**src/hw/rtl/sstm_pkg.sv**
```systemverilog
`timescale 1ns / 1ps
// ----------------------------------------------------------------------------
// Sorted timer manager package
// Shared types and constants for the front end, command queue and engine.
// ----------------------------------------------------------------------------
package sstm_pkg;

  typedef enum logic [1:0] {
    ACT_TICK   = 2'd0,
    ACT_ADD    = 2'd1,
    ACT_CANCEL = 2'd2
  } action_e;

  typedef enum logic [1:0] {
    KIND_ADD_ACK    = 2'd0,
    KIND_EXPIRY     = 2'd1,
    KIND_SUMMARY    = 2'd2,
    KIND_CANCEL_ACK = 2'd3
  } kind_e;

  localparam int unsigned TIMEOUT_W = 32;
  localparam int unsigned ID_W      = 8;
  localparam int unsigned CHAN_W    = 3;
  localparam int unsigned HANDLE_W  = 4;

  localparam logic [ID_W-1:0] SWITCH_ID_RESET = 8'd116;
  localparam int unsigned     QUEUE_DEPTH     = 2;

  typedef struct packed {
    action_e               op;
    logic [TIMEOUT_W-1:0]  timeout;
    logic [ID_W-1:0]       id;
    logic [CHAN_W-1:0]     chan;
    logic [HANDLE_W-1:0]   handle;
  } cmd_t;

  typedef struct packed {
    logic full;
    logic empty;
  } queue_status_t;

endpackage

```
**src/hw/rtl/sorted_software_timer_manager.sv**
```systemverilog
`timescale 1ns / 1ps
// ----------------------------------------------------------------------------
// Sorted software timer manager
// Pool of one-shot timers kept in timeout order, driven by tick, add and
// cancel commands on a stream input.
// ----------------------------------------------------------------------------
// Commands enter on the s_axis channel, one beat per command, and results
// leave on the m_axis channel, one beat per result with tlast on the final
// result of a command. The switch timer id is written through cfg_we_i and
// cfg_wdata_i, by the user only while the block is idle; the block itself
// does not enforce this. A two-entry queue takes commands while the engine
// works, so the input keeps accepting beats, until the queue is full, while
// a result waits on a stalled output. An add walks the sorted list past every
// entry with a smaller or equal timeout, and a cancel walks the entries ahead
// of its slot. A tick decrements every timer, then gives one expiry per
// expired timer other than the switch timer, and then the summary; a tick on
// an empty pool gives no result. The walk over the sorted list is sequential;
// one command is in the engine at a time.
// Reset empties the pool and restores the switch id to 116. There is no
// clearing pass. When the receiver stalls, the result is held in the output
// register and the engine waits before producing the next one.
module sorted_software_timer_manager #(
  parameter int unsigned TIMER_SLOTS = 16,
  parameter int unsigned CHANNELS    = 8
) (
  input  logic        clk_i,
  input  logic        rst_ni,
  input  logic        s_axis_tvalid,
  output logic        s_axis_tready,
  // timeout_ticks[31:0], timer_id[39:32], notify_channel[42:40],
  // cancel_handle[46:43], zero[47]
  input  logic [47:0] s_axis_tdata,
  // action[1:0]
  input  logic [1:0]  s_axis_tuser,
  output logic        m_axis_tvalid,
  input  logic        m_axis_tready,
  // slot[3:0], expired_id[11:4], expired_channel[14:12], switch_request[15],
  // error[16], zero[23:17]
  output logic [23:0] m_axis_tdata,
  // kind[1:0]
  output logic [1:0]  m_axis_tuser,
  output logic        m_axis_tlast,
  input  logic        cfg_we_i,
  input  logic [7:0]  cfg_wdata_i
);

  sstm_pkg::queue_status_t        qstat;
  sstm_pkg::cmd_t                 push_cmd, head_cmd;
  sstm_pkg::kind_e                kind;
  logic                           push, pop;
  logic [sstm_pkg::ID_W-1:0]      switch_id_q, res_id;
  logic [3:0]                     res_slot;
  logic [sstm_pkg::CHAN_W-1:0]    res_chan;
  logic                           res_switch, res_error;

  always_ff @(posedge clk_i or negedge rst_ni) begin
    if (!rst_ni) begin
      switch_id_q <= sstm_pkg::SWITCH_ID_RESET;
    end else if (cfg_we_i) begin
      switch_id_q <= cfg_wdata_i;
    end
  end

  sstm_front #(
    .CHANNELS(CHANNELS)
  ) u_front (
    .s_axis_tvalid_i(s_axis_tvalid),
    .s_axis_tready_o(s_axis_tready),
    .s_axis_tdata_i (s_axis_tdata),
    .s_axis_tuser_i (s_axis_tuser),
    .status_i       (qstat),
    .push_o         (push),
    .cmd_o          (push_cmd)
  );

  sstm_queue u_queue (
    .clk_i   (clk_i),
    .rst_ni  (rst_ni),
    .push_i  (push),
    .cmd_i   (push_cmd),
    .pop_i   (pop),
    .cmd_o   (head_cmd),
    .status_o(qstat)
  );

  sstm_engine #(
    .TIMER_SLOTS(TIMER_SLOTS)
  ) u_engine (
    .clk_i       (clk_i),
    .rst_ni      (rst_ni),
    .cmd_valid_i (!qstat.empty),
    .cmd_i       (head_cmd),
    .pop_o       (pop),
    .switch_id_i (switch_id_q),
    .out_valid_o (m_axis_tvalid),
    .out_ready_i (m_axis_tready),
    .out_kind_o  (kind),
    .out_slot_o  (res_slot),
    .out_id_o    (res_id),
    .out_chan_o  (res_chan),
    .out_switch_o(res_switch),
    .out_error_o (res_error),
    .out_last_o  (m_axis_tlast)
  );

  assign m_axis_tuser = kind;
  assign m_axis_tdata = {7'b0, res_error, res_switch, res_chan, res_id, res_slot};

endmodule

```
**src/hw/rtl/sstm_front.sv**
```systemverilog
`timescale 1ns / 1ps
// ----------------------------------------------------------------------------
// Sorted timer manager front end
// Accepts input beats, drops unused actions and normalizes the command fields.
// ----------------------------------------------------------------------------
module sstm_front #(
  parameter int unsigned CHANNELS = 8
) (
  input  logic                 s_axis_tvalid_i,
  output logic                 s_axis_tready_o,
  input  logic [47:0]          s_axis_tdata_i,
  input  logic [1:0]           s_axis_tuser_i,
  input  sstm_pkg::queue_status_t status_i,
  output logic                 push_o,
  output sstm_pkg::cmd_t       cmd_o
);

  function automatic logic [sstm_pkg::CHAN_W-1:0] chan_mod(
    input logic [sstm_pkg::CHAN_W-1:0] v
  );
    logic [4:0] r;
    r = 5'(v);
    for (int i = 0; i < 8; i++) begin
      if (r >= 5'(CHANNELS)) begin
        r = r - 5'(CHANNELS);
      end
    end
    return r[sstm_pkg::CHAN_W-1:0];
  endfunction

  logic [sstm_pkg::TIMEOUT_W-1:0] timeout;
  logic                           known;

  assign timeout = s_axis_tdata_i[31:0];
  assign known   = (s_axis_tuser_i == sstm_pkg::ACT_TICK) ||
                   (s_axis_tuser_i == sstm_pkg::ACT_ADD) ||
                   (s_axis_tuser_i == sstm_pkg::ACT_CANCEL);

  assign s_axis_tready_o = !status_i.full;
  assign push_o          = s_axis_tvalid_i && !status_i.full && known;

  always_comb begin
    cmd_o.op      = sstm_pkg::action_e'(s_axis_tuser_i);
    cmd_o.timeout = (timeout == '0) ? 32'd1 : timeout;
    cmd_o.id      = s_axis_tdata_i[39:32];
    cmd_o.chan    = chan_mod(s_axis_tdata_i[42:40]);
    cmd_o.handle  = s_axis_tdata_i[46:43];
  end

endmodule

```
**src/hw/rtl/sstm_queue.sv**
```systemverilog
`timescale 1ns / 1ps
// ----------------------------------------------------------------------------
// Sorted timer manager command queue
// Short register queue that decouples the front end from the engine.
// ----------------------------------------------------------------------------
module sstm_queue (
  input  logic                    clk_i,
  input  logic                    rst_ni,
  input  logic                    push_i,
  input  sstm_pkg::cmd_t          cmd_i,
  input  logic                    pop_i,
  output sstm_pkg::cmd_t          cmd_o,
  output sstm_pkg::queue_status_t status_o
);

  localparam int unsigned PW = $clog2(sstm_pkg::QUEUE_DEPTH);
  localparam int unsigned CW = $clog2(sstm_pkg::QUEUE_DEPTH + 1);

  sstm_pkg::cmd_t mem_q [sstm_pkg::QUEUE_DEPTH];
  logic [PW-1:0]  wr_q, wr_d, rd_q, rd_d;
  logic [CW-1:0]  cnt_q, cnt_d;

  assign status_o.full  = (cnt_q == CW'(sstm_pkg::QUEUE_DEPTH));
  assign status_o.empty = (cnt_q == '0);
  assign cmd_o          = mem_q[rd_q];

  always_comb begin
    wr_d  = wr_q;
    rd_d  = rd_q;
    cnt_d = cnt_q;
    if (push_i) begin
      wr_d = (wr_q == PW'(sstm_pkg::QUEUE_DEPTH - 1)) ? '0 : wr_q + 1'b1;
    end
    if (pop_i) begin
      rd_d = (rd_q == PW'(sstm_pkg::QUEUE_DEPTH - 1)) ? '0 : rd_q + 1'b1;
    end
    if (push_i && !pop_i) begin
      cnt_d = cnt_q + 1'b1;
    end else if (pop_i && !push_i) begin
      cnt_d = cnt_q - 1'b1;
    end
  end

  always_ff @(posedge clk_i or negedge rst_ni) begin
    if (!rst_ni) begin
      wr_q  <= '0;
      rd_q  <= '0;
      cnt_q <= '0;
    end else begin
      wr_q  <= wr_d;
      rd_q  <= rd_d;
      cnt_q <= cnt_d;
    end
  end

  always_ff @(posedge clk_i) begin
    if (push_i) begin
      mem_q[wr_q] <= cmd_i;
    end
  end

endmodule

```
**src/hw/rtl/sstm_engine.sv**
```systemverilog
`timescale 1ns / 1ps
// ----------------------------------------------------------------------------
// Sorted timer manager engine
// Keeps the timers as a list sorted by remaining ticks and runs each command.
// ----------------------------------------------------------------------------
module sstm_engine #(
  parameter int unsigned TIMER_SLOTS = 16
) (
  input  logic                          clk_i,
  input  logic                          rst_ni,
  input  logic                          cmd_valid_i,
  input  sstm_pkg::cmd_t                cmd_i,
  output logic                          pop_o,
  input  logic [sstm_pkg::ID_W-1:0]     switch_id_i,
  output logic                          out_valid_o,
  input  logic                          out_ready_i,
  output sstm_pkg::kind_e               out_kind_o,
  output logic [3:0]                    out_slot_o,
  output logic [sstm_pkg::ID_W-1:0]     out_id_o,
  output logic [sstm_pkg::CHAN_W-1:0]   out_chan_o,
  output logic                          out_switch_o,
  output logic                          out_error_o,
  output logic                          out_last_o
);

  localparam int unsigned SW = (TIMER_SLOTS > 1) ? $clog2(TIMER_SLOTS) : 1;
  localparam int unsigned CW = $clog2(TIMER_SLOTS + 1);

  typedef enum logic [2:0] {
    ST_IDLE,
    ST_DISPATCH,
    ST_ADD_SCAN,
    ST_CAN_SCAN,
    ST_TICK_EXP
  } state_e;

  state_e                         state_q, state_d;
  sstm_pkg::cmd_t                 cur_q, cur_d;
  logic [CW-1:0]                  cnt_q, cnt_d, idx_q, idx_d;
  logic [SW-1:0]                  new_slot_q, new_slot_d;
  logic                           sw_q, sw_d;
  logic [TIMER_SLOTS-1:0]         valid_q, valid_d;

  logic                           out_valid_q, out_valid_d, out_switch_q, out_switch_d;
  logic                           out_error_q, out_error_d, out_last_q, out_last_d;
  sstm_pkg::kind_e                out_kind_q, out_kind_d;
  logic [3:0]                     out_slot_q, out_slot_d;
  logic [sstm_pkg::ID_W-1:0]      out_id_q, out_id_d;
  logic [sstm_pkg::CHAN_W-1:0]    out_chan_q, out_chan_d;

  logic [SW-1:0]                  pos_slot_q [TIMER_SLOTS];
  logic [sstm_pkg::TIMEOUT_W-1:0] pos_rem_q  [TIMER_SLOTS];
  logic [sstm_pkg::ID_W-1:0]      pos_id_q   [TIMER_SLOTS];
  logic [sstm_pkg::CHAN_W-1:0]    pos_chan_q [TIMER_SLOTS];

  logic [SW-1:0]                  idx_s, free_slot, h_idx, del_pos;
  logic [sstm_pkg::TIMEOUT_W-1:0] rd_rem;
  logic [SW-1:0]                  rd_slot;
  logic                           out_free, at_end, pool_full, h_ok, head_exp;
  logic                           ins_en, del_en, dec_en;

  assign idx_s     = idx_q[SW-1:0];
  assign rd_rem    = pos_rem_q[idx_s];
  assign rd_slot   = pos_slot_q[idx_s];
  assign at_end    = (idx_q == cnt_q);
  assign out_free  = !out_valid_q || out_ready_i;
  assign pool_full = &valid_q;
  assign h_idx     = SW'(cur_q.handle);
  assign h_ok      = (32'(cur_q.handle) < 32'(TIMER_SLOTS)) && valid_q[h_idx];
  assign head_exp  = (cnt_q != '0) && (pos_rem_q[0] == '0);

  always_comb begin
    free_slot = '0;
    for (int i = TIMER_SLOTS - 1; i >= 0; i--) begin
      if (!valid_q[i]) begin
        free_slot = SW'(i);
      end
    end
  end

  always_comb begin
    state_d      = state_q;
    cur_d        = cur_q;
    cnt_d        = cnt_q;
    idx_d        = idx_q;
    new_slot_d   = new_slot_q;
    sw_d         = sw_q;
    valid_d      = valid_q;
    pop_o        = 1'b0;
    ins_en       = 1'b0;
    del_en       = 1'b0;
    del_pos      = '0;
    dec_en       = 1'b0;
    out_valid_d  = out_valid_q && !out_ready_i;
    out_kind_d   = out_kind_q;
    out_slot_d   = out_slot_q;
    out_id_d     = out_id_q;
    out_chan_d   = out_chan_q;
    out_switch_d = out_switch_q;
    out_error_d  = out_error_q;
    out_last_d   = out_last_q;
    case (state_q)
      ST_IDLE: begin
        if (cmd_valid_i) begin
          pop_o   = 1'b1;
          cur_d   = cmd_i;
          state_d = ST_DISPATCH;
        end
      end
      ST_DISPATCH: begin
        idx_d = '0;
        case (cur_q.op)
          sstm_pkg::ACT_ADD: begin
            if (!pool_full) begin
              new_slot_d = free_slot;
              state_d    = ST_ADD_SCAN;
            end else if (out_free) begin
              out_valid_d = 1'b1;
              out_kind_d  = sstm_pkg::KIND_ADD_ACK;
              out_slot_d  = '0;
              out_id_d    = '0;
              out_chan_d  = '0;
              out_switch_d = 1'b0;
              out_error_d = 1'b1;
              out_last_d  = 1'b1;
              state_d     = ST_IDLE;
            end
          end
          sstm_pkg::ACT_CANCEL: begin
            if (h_ok) begin
              state_d = ST_CAN_SCAN;
            end else if (out_free) begin
              out_valid_d = 1'b1;
              out_kind_d  = sstm_pkg::KIND_CANCEL_ACK;
              out_slot_d  = cur_q.handle;
              out_id_d    = '0;
              out_chan_d  = '0;
              out_switch_d = 1'b0;
              out_error_d = 1'b1;
              out_last_d  = 1'b1;
              state_d     = ST_IDLE;
            end
          end
          sstm_pkg::ACT_TICK: begin
            if (cnt_q == '0) begin
              state_d = ST_IDLE;
            end else begin
              dec_en  = 1'b1;
              sw_d    = 1'b0;
              state_d = ST_TICK_EXP;
            end
          end
          default: begin
            state_d = ST_IDLE;
          end
        endcase
      end
      ST_ADD_SCAN: begin
        if (at_end || (rd_rem > cur_q.timeout)) begin
          if (out_free) begin
            ins_en              = 1'b1;
            valid_d[new_slot_q] = 1'b1;
            cnt_d               = cnt_q + 1'b1;
            out_valid_d         = 1'b1;
            out_kind_d          = sstm_pkg::KIND_ADD_ACK;
            out_slot_d          = 4'(new_slot_q);
            out_id_d            = '0;
            out_chan_d          = '0;
            out_switch_d        = 1'b0;
            out_error_d         = 1'b0;
            out_last_d          = 1'b1;
            state_d             = ST_IDLE;
          end
        end else begin
          idx_d = idx_q + 1'b1;
        end
      end
      ST_CAN_SCAN: begin
        if (rd_slot == h_idx) begin
          if (out_free) begin
            del_en         = 1'b1;
            del_pos        = idx_s;
            valid_d[h_idx] = 1'b0;
            cnt_d          = cnt_q - 1'b1;
            out_valid_d    = 1'b1;
            out_kind_d     = sstm_pkg::KIND_CANCEL_ACK;
            out_slot_d     = cur_q.handle;
            out_id_d       = '0;
            out_chan_d     = '0;
            out_switch_d   = 1'b0;
            out_error_d    = 1'b0;
            out_last_d     = 1'b1;
            state_d        = ST_IDLE;
          end
        end else begin
          idx_d = idx_q + 1'b1;
        end
      end
      ST_TICK_EXP: begin
        if (head_exp) begin
          if (pos_id_q[0] == switch_id_i) begin
            sw_d                  = 1'b1;
            del_en                = 1'b1;
            valid_d[pos_slot_q[0]] = 1'b0;
            cnt_d                 = cnt_q - 1'b1;
          end else if (out_free) begin
            del_en                = 1'b1;
            valid_d[pos_slot_q[0]] = 1'b0;
            cnt_d                 = cnt_q - 1'b1;
            out_valid_d           = 1'b1;
            out_kind_d            = sstm_pkg::KIND_EXPIRY;
            out_slot_d            = 4'(pos_slot_q[0]);
            out_id_d              = pos_id_q[0];
            out_chan_d            = pos_chan_q[0];
            out_switch_d          = 1'b0;
            out_error_d           = 1'b0;
            out_last_d            = 1'b0;
          end
        end else if (out_free) begin
          out_valid_d  = 1'b1;
          out_kind_d   = sstm_pkg::KIND_SUMMARY;
          out_slot_d   = '0;
          out_id_d     = '0;
          out_chan_d   = '0;
          out_switch_d = sw_q;
          out_error_d  = 1'b0;
          out_last_d   = 1'b1;
          state_d      = ST_IDLE;
        end
      end
      default: begin
        state_d = ST_IDLE;
      end
    endcase
  end

  always_ff @(posedge clk_i or negedge rst_ni) begin
    if (!rst_ni) begin
      state_q      <= ST_IDLE;
      cur_q        <= '0;
      cnt_q        <= '0;
      idx_q        <= '0;
      new_slot_q   <= '0;
      sw_q         <= 1'b0;
      valid_q      <= '0;
      out_valid_q  <= 1'b0;
      out_kind_q   <= sstm_pkg::KIND_ADD_ACK;
      out_slot_q   <= '0;
      out_id_q     <= '0;
      out_chan_q   <= '0;
      out_switch_q <= 1'b0;
      out_error_q  <= 1'b0;
      out_last_q   <= 1'b0;
    end else begin
      state_q      <= state_d;
      cur_q        <= cur_d;
      cnt_q        <= cnt_d;
      idx_q        <= idx_d;
      new_slot_q   <= new_slot_d;
      sw_q         <= sw_d;
      valid_q      <= valid_d;
      out_valid_q  <= out_valid_d;
      out_kind_q   <= out_kind_d;
      out_slot_q   <= out_slot_d;
      out_id_q     <= out_id_d;
      out_chan_q   <= out_chan_d;
      out_switch_q <= out_switch_d;
      out_error_q  <= out_error_d;
      out_last_q   <= out_last_d;
    end
  end

  always_ff @(posedge clk_i) begin
    for (int p = 0; p < TIMER_SLOTS; p++) begin
      int unsigned pm;
      int unsigned pp;
      pm = (p == 0) ? 0 : p - 1;
      pp = (p == TIMER_SLOTS - 1) ? p : p + 1;
      if (ins_en) begin
        if (CW'(p) == idx_q) begin
          pos_slot_q[p] <= new_slot_q;
          pos_rem_q[p]  <= cur_q.timeout;
          pos_id_q[p]   <= cur_q.id;
          pos_chan_q[p] <= cur_q.chan;
        end else if (CW'(p) > idx_q) begin
          pos_slot_q[p] <= pos_slot_q[pm];
          pos_rem_q[p]  <= pos_rem_q[pm];
          pos_id_q[p]   <= pos_id_q[pm];
          pos_chan_q[p] <= pos_chan_q[pm];
        end
      end else if (del_en) begin
        if ((SW'(p) >= del_pos) && (p < TIMER_SLOTS - 1)) begin
          pos_slot_q[p] <= pos_slot_q[pp];
          pos_rem_q[p]  <= pos_rem_q[pp];
          pos_id_q[p]   <= pos_id_q[pp];
          pos_chan_q[p] <= pos_chan_q[pp];
        end
      end else if (dec_en && (pos_rem_q[p] != '0)) begin
        pos_rem_q[p] <= pos_rem_q[p] - 1'b1;
      end
    end
  end

  assign out_valid_o  = out_valid_q;
  assign out_kind_o   = out_kind_q;
  assign out_slot_o   = out_slot_q;
  assign out_id_o     = out_id_q;
  assign out_chan_o   = out_chan_q;
  assign out_switch_o = out_switch_q;
  assign out_error_o  = out_error_q;
  assign out_last_o   = out_last_q;

endmodule

```
**config.mk**
```make
export PLATFORM = sky130hd
export DESIGN_NAME = sorted_software_timer_manager
export DESIGN_NICKNAME = d
export VERILOG_FILES = /design/src/hw/rtl/sstm_pkg.sv /design/src/hw/rtl/sorted_software_timer_manager.sv /design/src/hw/rtl/sstm_front.sv /design/src/hw/rtl/sstm_queue.sv /design/src/hw/rtl/sstm_engine.sv
export SDC_FILE = /design/constraint.sdc
export NUM_CORES = 2
export LEC_CHECK = 0
export BUFFER_PORTS_ARGS = -buffer_cell sky130_fd_sc_hd__buf_2
export CAP_MARGIN = 20
export CORE_ASPECT_RATIO = 1.1
export CORE_MARGIN = 2
export CORE_UTILIZATION = 25
export CTS_BUF_LIST = sky130_fd_sc_hd__clkbuf_8
export DETAILED_ROUTE_END_ITERATION = 7
export PLACE_DENSITY = 0.44
export SLEW_MARGIN = 5
export SYNTH_ARGS = -nofsm -noshare
export SYNTH_HDL_FRONTEND = slang
export SYNTH_SLANG_ARGS = --single-unit
```
**constraint.sdc**
```tcl
create_clock -name clk_i -period 8.6 [get_ports clk_i]
set_clock_uncertainty 0.1 [all_clocks]
set_input_delay 0.86 -clock clk_i [delete_from_list [all_inputs] [get_ports clk_i]]
set_output_delay 0.86 -clock clk_i [all_outputs]
set_load 0.03 [all_outputs]
```
==> results.md <==
* Placed cells at 9767
* Leak pwr at 26.1 nW
* Post-cts resize count at 0
* Syn_area_per_cell at 10.1 um^2
* DR vias at 53400
* Worst Hold Path EP: u_queue.mem_q[1][24]$_DFFE_PP_
* Most frequent cells in the layout: 850 x edfxtp_1, 659 x nor2_1, 620 x nand2_1, 592 x mux2i_1, 369 x a21oi_1
* Cells on worst reg2reg path at 13
* Post-Synthesis Cells at 6606
* Worst-Skew Late Latency at 0.97 ns
* Tightest Hold Check Type: in2reg
* Area of the multi-input gates at 36000 um^2
* Total CTS buffers at 185
* Final period demand of the worst path at 7.19 ns
* Placement row count at 199
* Synth warnings at 0
* DRC at 0
* Pwr dens at 392 nW/um^2
* Setup violators final at 0
* GRT Util Overall at 18.0%
* Internal power at 16.2 mW
* Peak supply drop at 143 uV
* Post-layout nets at 6626
* Critical Path Start Type: register
* Final WL at 254000 um
* Post-synthesis compound-gate area fraction at 12.8%
* # IOs at 92
* EDFF count, synth at 850
* TNS Setup at 0 ns
* Reg-to-Reg End: u_engine.pos_rem_q[12][5]$_DFFE_PP_
* Vias/cell at 5.26
* Simple-Gate Fraction of Synth Area at 14.4%
* Fmax at 139 MHz
* Crit-path max FO at 38
* Synthesized cell area at 66900 um^2
* Maximum clock path buffer count at 4
* Input/output buffers at 83
* Share of layout cells above drive strength 1 at 15.7%
* H-tree depth at 4
* Worst EP required at 9.01 ns
* Netlist cell types at 85
* Post-DRT Antenna Nets at 0
* Most used flip-flop cell after synthesis: edfxtp_1
* Number of fillers in the final layout at 28000
* Proportion of synthesized area in mux cells at 18.6%
* Largest net degree at the start of global routing at 113
* Largest family of logic cells by synthesized area: multiplexers
* Endpoints failing hold at 0
* Worst Setup Path Type: reg2reg
* WP data arrival at 7.60 ns
* HPWL Detailed at 194000 um
* Sequential cell area at 28400 um^2
* Synth Area in Adders at 1.37%
* Switching pwr at 13.2 mW
* Ys async rst share at 12.0%
* Initial antenna violation count at 13
* Slew @ Worst Pin at 1.13 ns
* DR WL/cell at 25.0 um
* Crit end category: register
* Vias in the first global route at 51800
* Total iterations of the first detailed-routing run at 6
* Commonest non-fill, non-tap cell in the layout: edfxtp_1
* Setup bufs post-CTS at 0
* TritonCTS clock tree: built
* Die ar. at 272000 um^2
* Clock Power Share at 15.4%
* Switch share at 45.0%
* DR iter-0 viols at 4989
* Non-Filler Instances at 10100
* Width of the die at 497 um
* RSZ-0062 raised after global routing: false
* Die H at 546 um
* Core ar. at 267000 um^2
* Sequential share of power at 40.2%
* XOR/XNOR Fraction of Synth Area at 5.96%
* Flop-to-flop setup slack at 1.41 ns
* Logic pwr share at 44.3%
* Worst min-delay path startpoint: s_axis_tdata[9]
* Hold path cells at 1
* First-pass GRT wire length at 367000 um
* Slew Viols, Final at 0
* Outcome: complete, no violations
* Gpl congestion at 0.884
* Gr ovfl total at 0
* Seq/Total Area, Yosys at 42.5%
* CTS clk-pin slew, worst paths at 0.06 ns
* Clk root buf: clkbuf_8
* Max_cap viols at 0
* # clock sinks at 966
* Flop and latch count out of synthesis at 966
* FF-to-FF Start: u_engine.idx_q[1]$_DFFE_PN0P_
* Initial core utilization at 25.1%
* Post-route clock period utilization at 83.6%
* Area delta synth->final at 12.2%
* Relative slew margins at 24.4%
logic make-up (layout without fill, tap and decap cells):
logic type	count (synthesis)	in the layout
mux	995	995
compound gates	1312	1312
flops	966	966
simple gates	2095	2095
buf+inv	709	719
other cells	1	13
xor+xnor	455	455
fa+ha+maj	73	73
metal layers:
layer  global-route usage (%)  vias up  wire length (um)
met5                        0        -                26
met4                     6.47        4              9050
met3                     2.20      393             13800
met2                     29.8     1756            119000
met1                     24.0    26600            111000
li1                         -    24600                 -
cell type report:
cell class,instances,area share [%]
diodes,6,0.0200
clock buffers,205,3.76
clock inverters,114,0.806
inverters,94,0.470
multi-input cells,4937,48.0
flip-flops and latches,966,37.9
well taps,3517,5.87
repair buffers,306,3.20
power by group through the flow:
stage | Combinational [mW] | Sequential (mW) | Clock (mW)
floorplan | 9.94 | 9.70 | 0
global placement | 12.8 | 11.7 | 0
detailed placement | 13.0 | 11.8 | 0
CTS | 13.0 | 11.7 | 4.68
global route | 14.2 | 12.0 | 4.84
finish | 13.0 | 11.8 | 4.54
sequential cells by signal, summed over array words and instances (netlist names), 2 cells and up, named ones only:
name                 count
u_engine.out_chan_o      3
u_engine.out_id_o        8
u_engine.pos_slot_q     64
u_engine.state_q         3
switch_id_q              8
u_engine.cnt_q           5
u_queue.cnt_q            2
u_engine.valid_q        16
u_engine.cur_q          45
u_engine.idx_q           5
u_engine.new_slot_q      4
u_engine.pos_id_q      128
u_queue.mem_q           98
u_engine.out_slot_o      4
u_engine.pos_chan_q     48
u_engine.h_idx           4
u_engine.pos_rem_q     512
worst max path at each step:
| stage | cells past startpoint | from | to | slack (ns) |
|---|---|---|---|---|
| 3_3_place_gp | 13 | u_engine.idx_q[1]$_DFFE_PN0P_ | u_engine.pos_rem_q[12][5]$_DFFE_PP_ | 1.37 |
| 5_1_grt | 13 | u_engine.idx_q[1]$_DFFE_PN0P_ | u_engine.pos_rem_q[12][5]$_DFFE_PP_ | 1.14 |
| 6_report | 13 | u_engine.idx_q[1]$_DFFE_PN0P_ | u_engine.pos_rem_q[12][5]$_DFFE_PP_ | 1.41 |
| 2_1_floorplan | 15 | u_engine.idx_q[1]$_DFFE_PN0P_ | u_engine.pos_rem_q[13][0]$_DFFE_PP_ | 1.25 |
| 3_5_place_dp | 13 | u_engine.idx_q[1]$_DFFE_PN0P_ | u_engine.pos_rem_q[11][4]$_DFFE_PP_ | 1.35 |
| 4_1_cts | 13 | u_engine.idx_q[1]$_DFFE_PN0P_ | u_engine.pos_rem_q[12][5]$_DFFE_PP_ | 1.31 |
worst max-delay path: stages (launching register included):
cell and delay, ns:
dfrtp_4 0.93, buf_12 0.35, mux4_2 0.56, mux4_2 0.47
ha_1 0.31, nand2_1 0.08, or4_1 0.75, o221ai_1 0.83
a211oi_4 0.12, buf_4 0.27, or3_1 0.62, o21ai_2 0.21
buf_4 0.29, or2_2 0.73
synth_stat cells (all sizes together) (49+ instances only):
cell type    n  area (um^2)
o221a       49          552
o211ai      67          503
or4         58          435
nand2      627         2350
xnor2      186         1630
clkbuf     436         1640
nor3       233         1170
nor2       670         2510
buf        179          895
edfxtp     850        25500
xor2       269         2360
ha          73          913
mux2i      592         5930
o22ai      102          638
nand3       98          490
mux4       176         3960
inv         88          330
dfrtp      112         2800
or3         58          363
o31ai      103          773
o21ai      279         1400
nor4       120          757
a21oi      370         1850
mux2       227         2560
metrics by stage:
step	utilization, %	hold slack (ns)	cell area, um^2	setup slack (ns)	power [mW]
floorplan	-	0.349	66900	1.25	19.6
global route	28.1	0.0297	75000	1.14	31.1
CTS	28.1	0.000755	75000	1.31	29.4
global placement	26.6	0.365	71000	1.37	24.5
finish	28.1	0.104	75000	1.41	29.4
detailed placement	26.6	0.368	71000	1.35	24.7
repair_timing:
| action | 4_1_cts | 5_1_grt |
|---|---|---|
| hold buffers | 52 | 0 |
| endpoints found under the setup margin | 0 | 0 |
| endpoints found under the hold margin | 160 | 0 |
(Power assumes the default switching activity.)
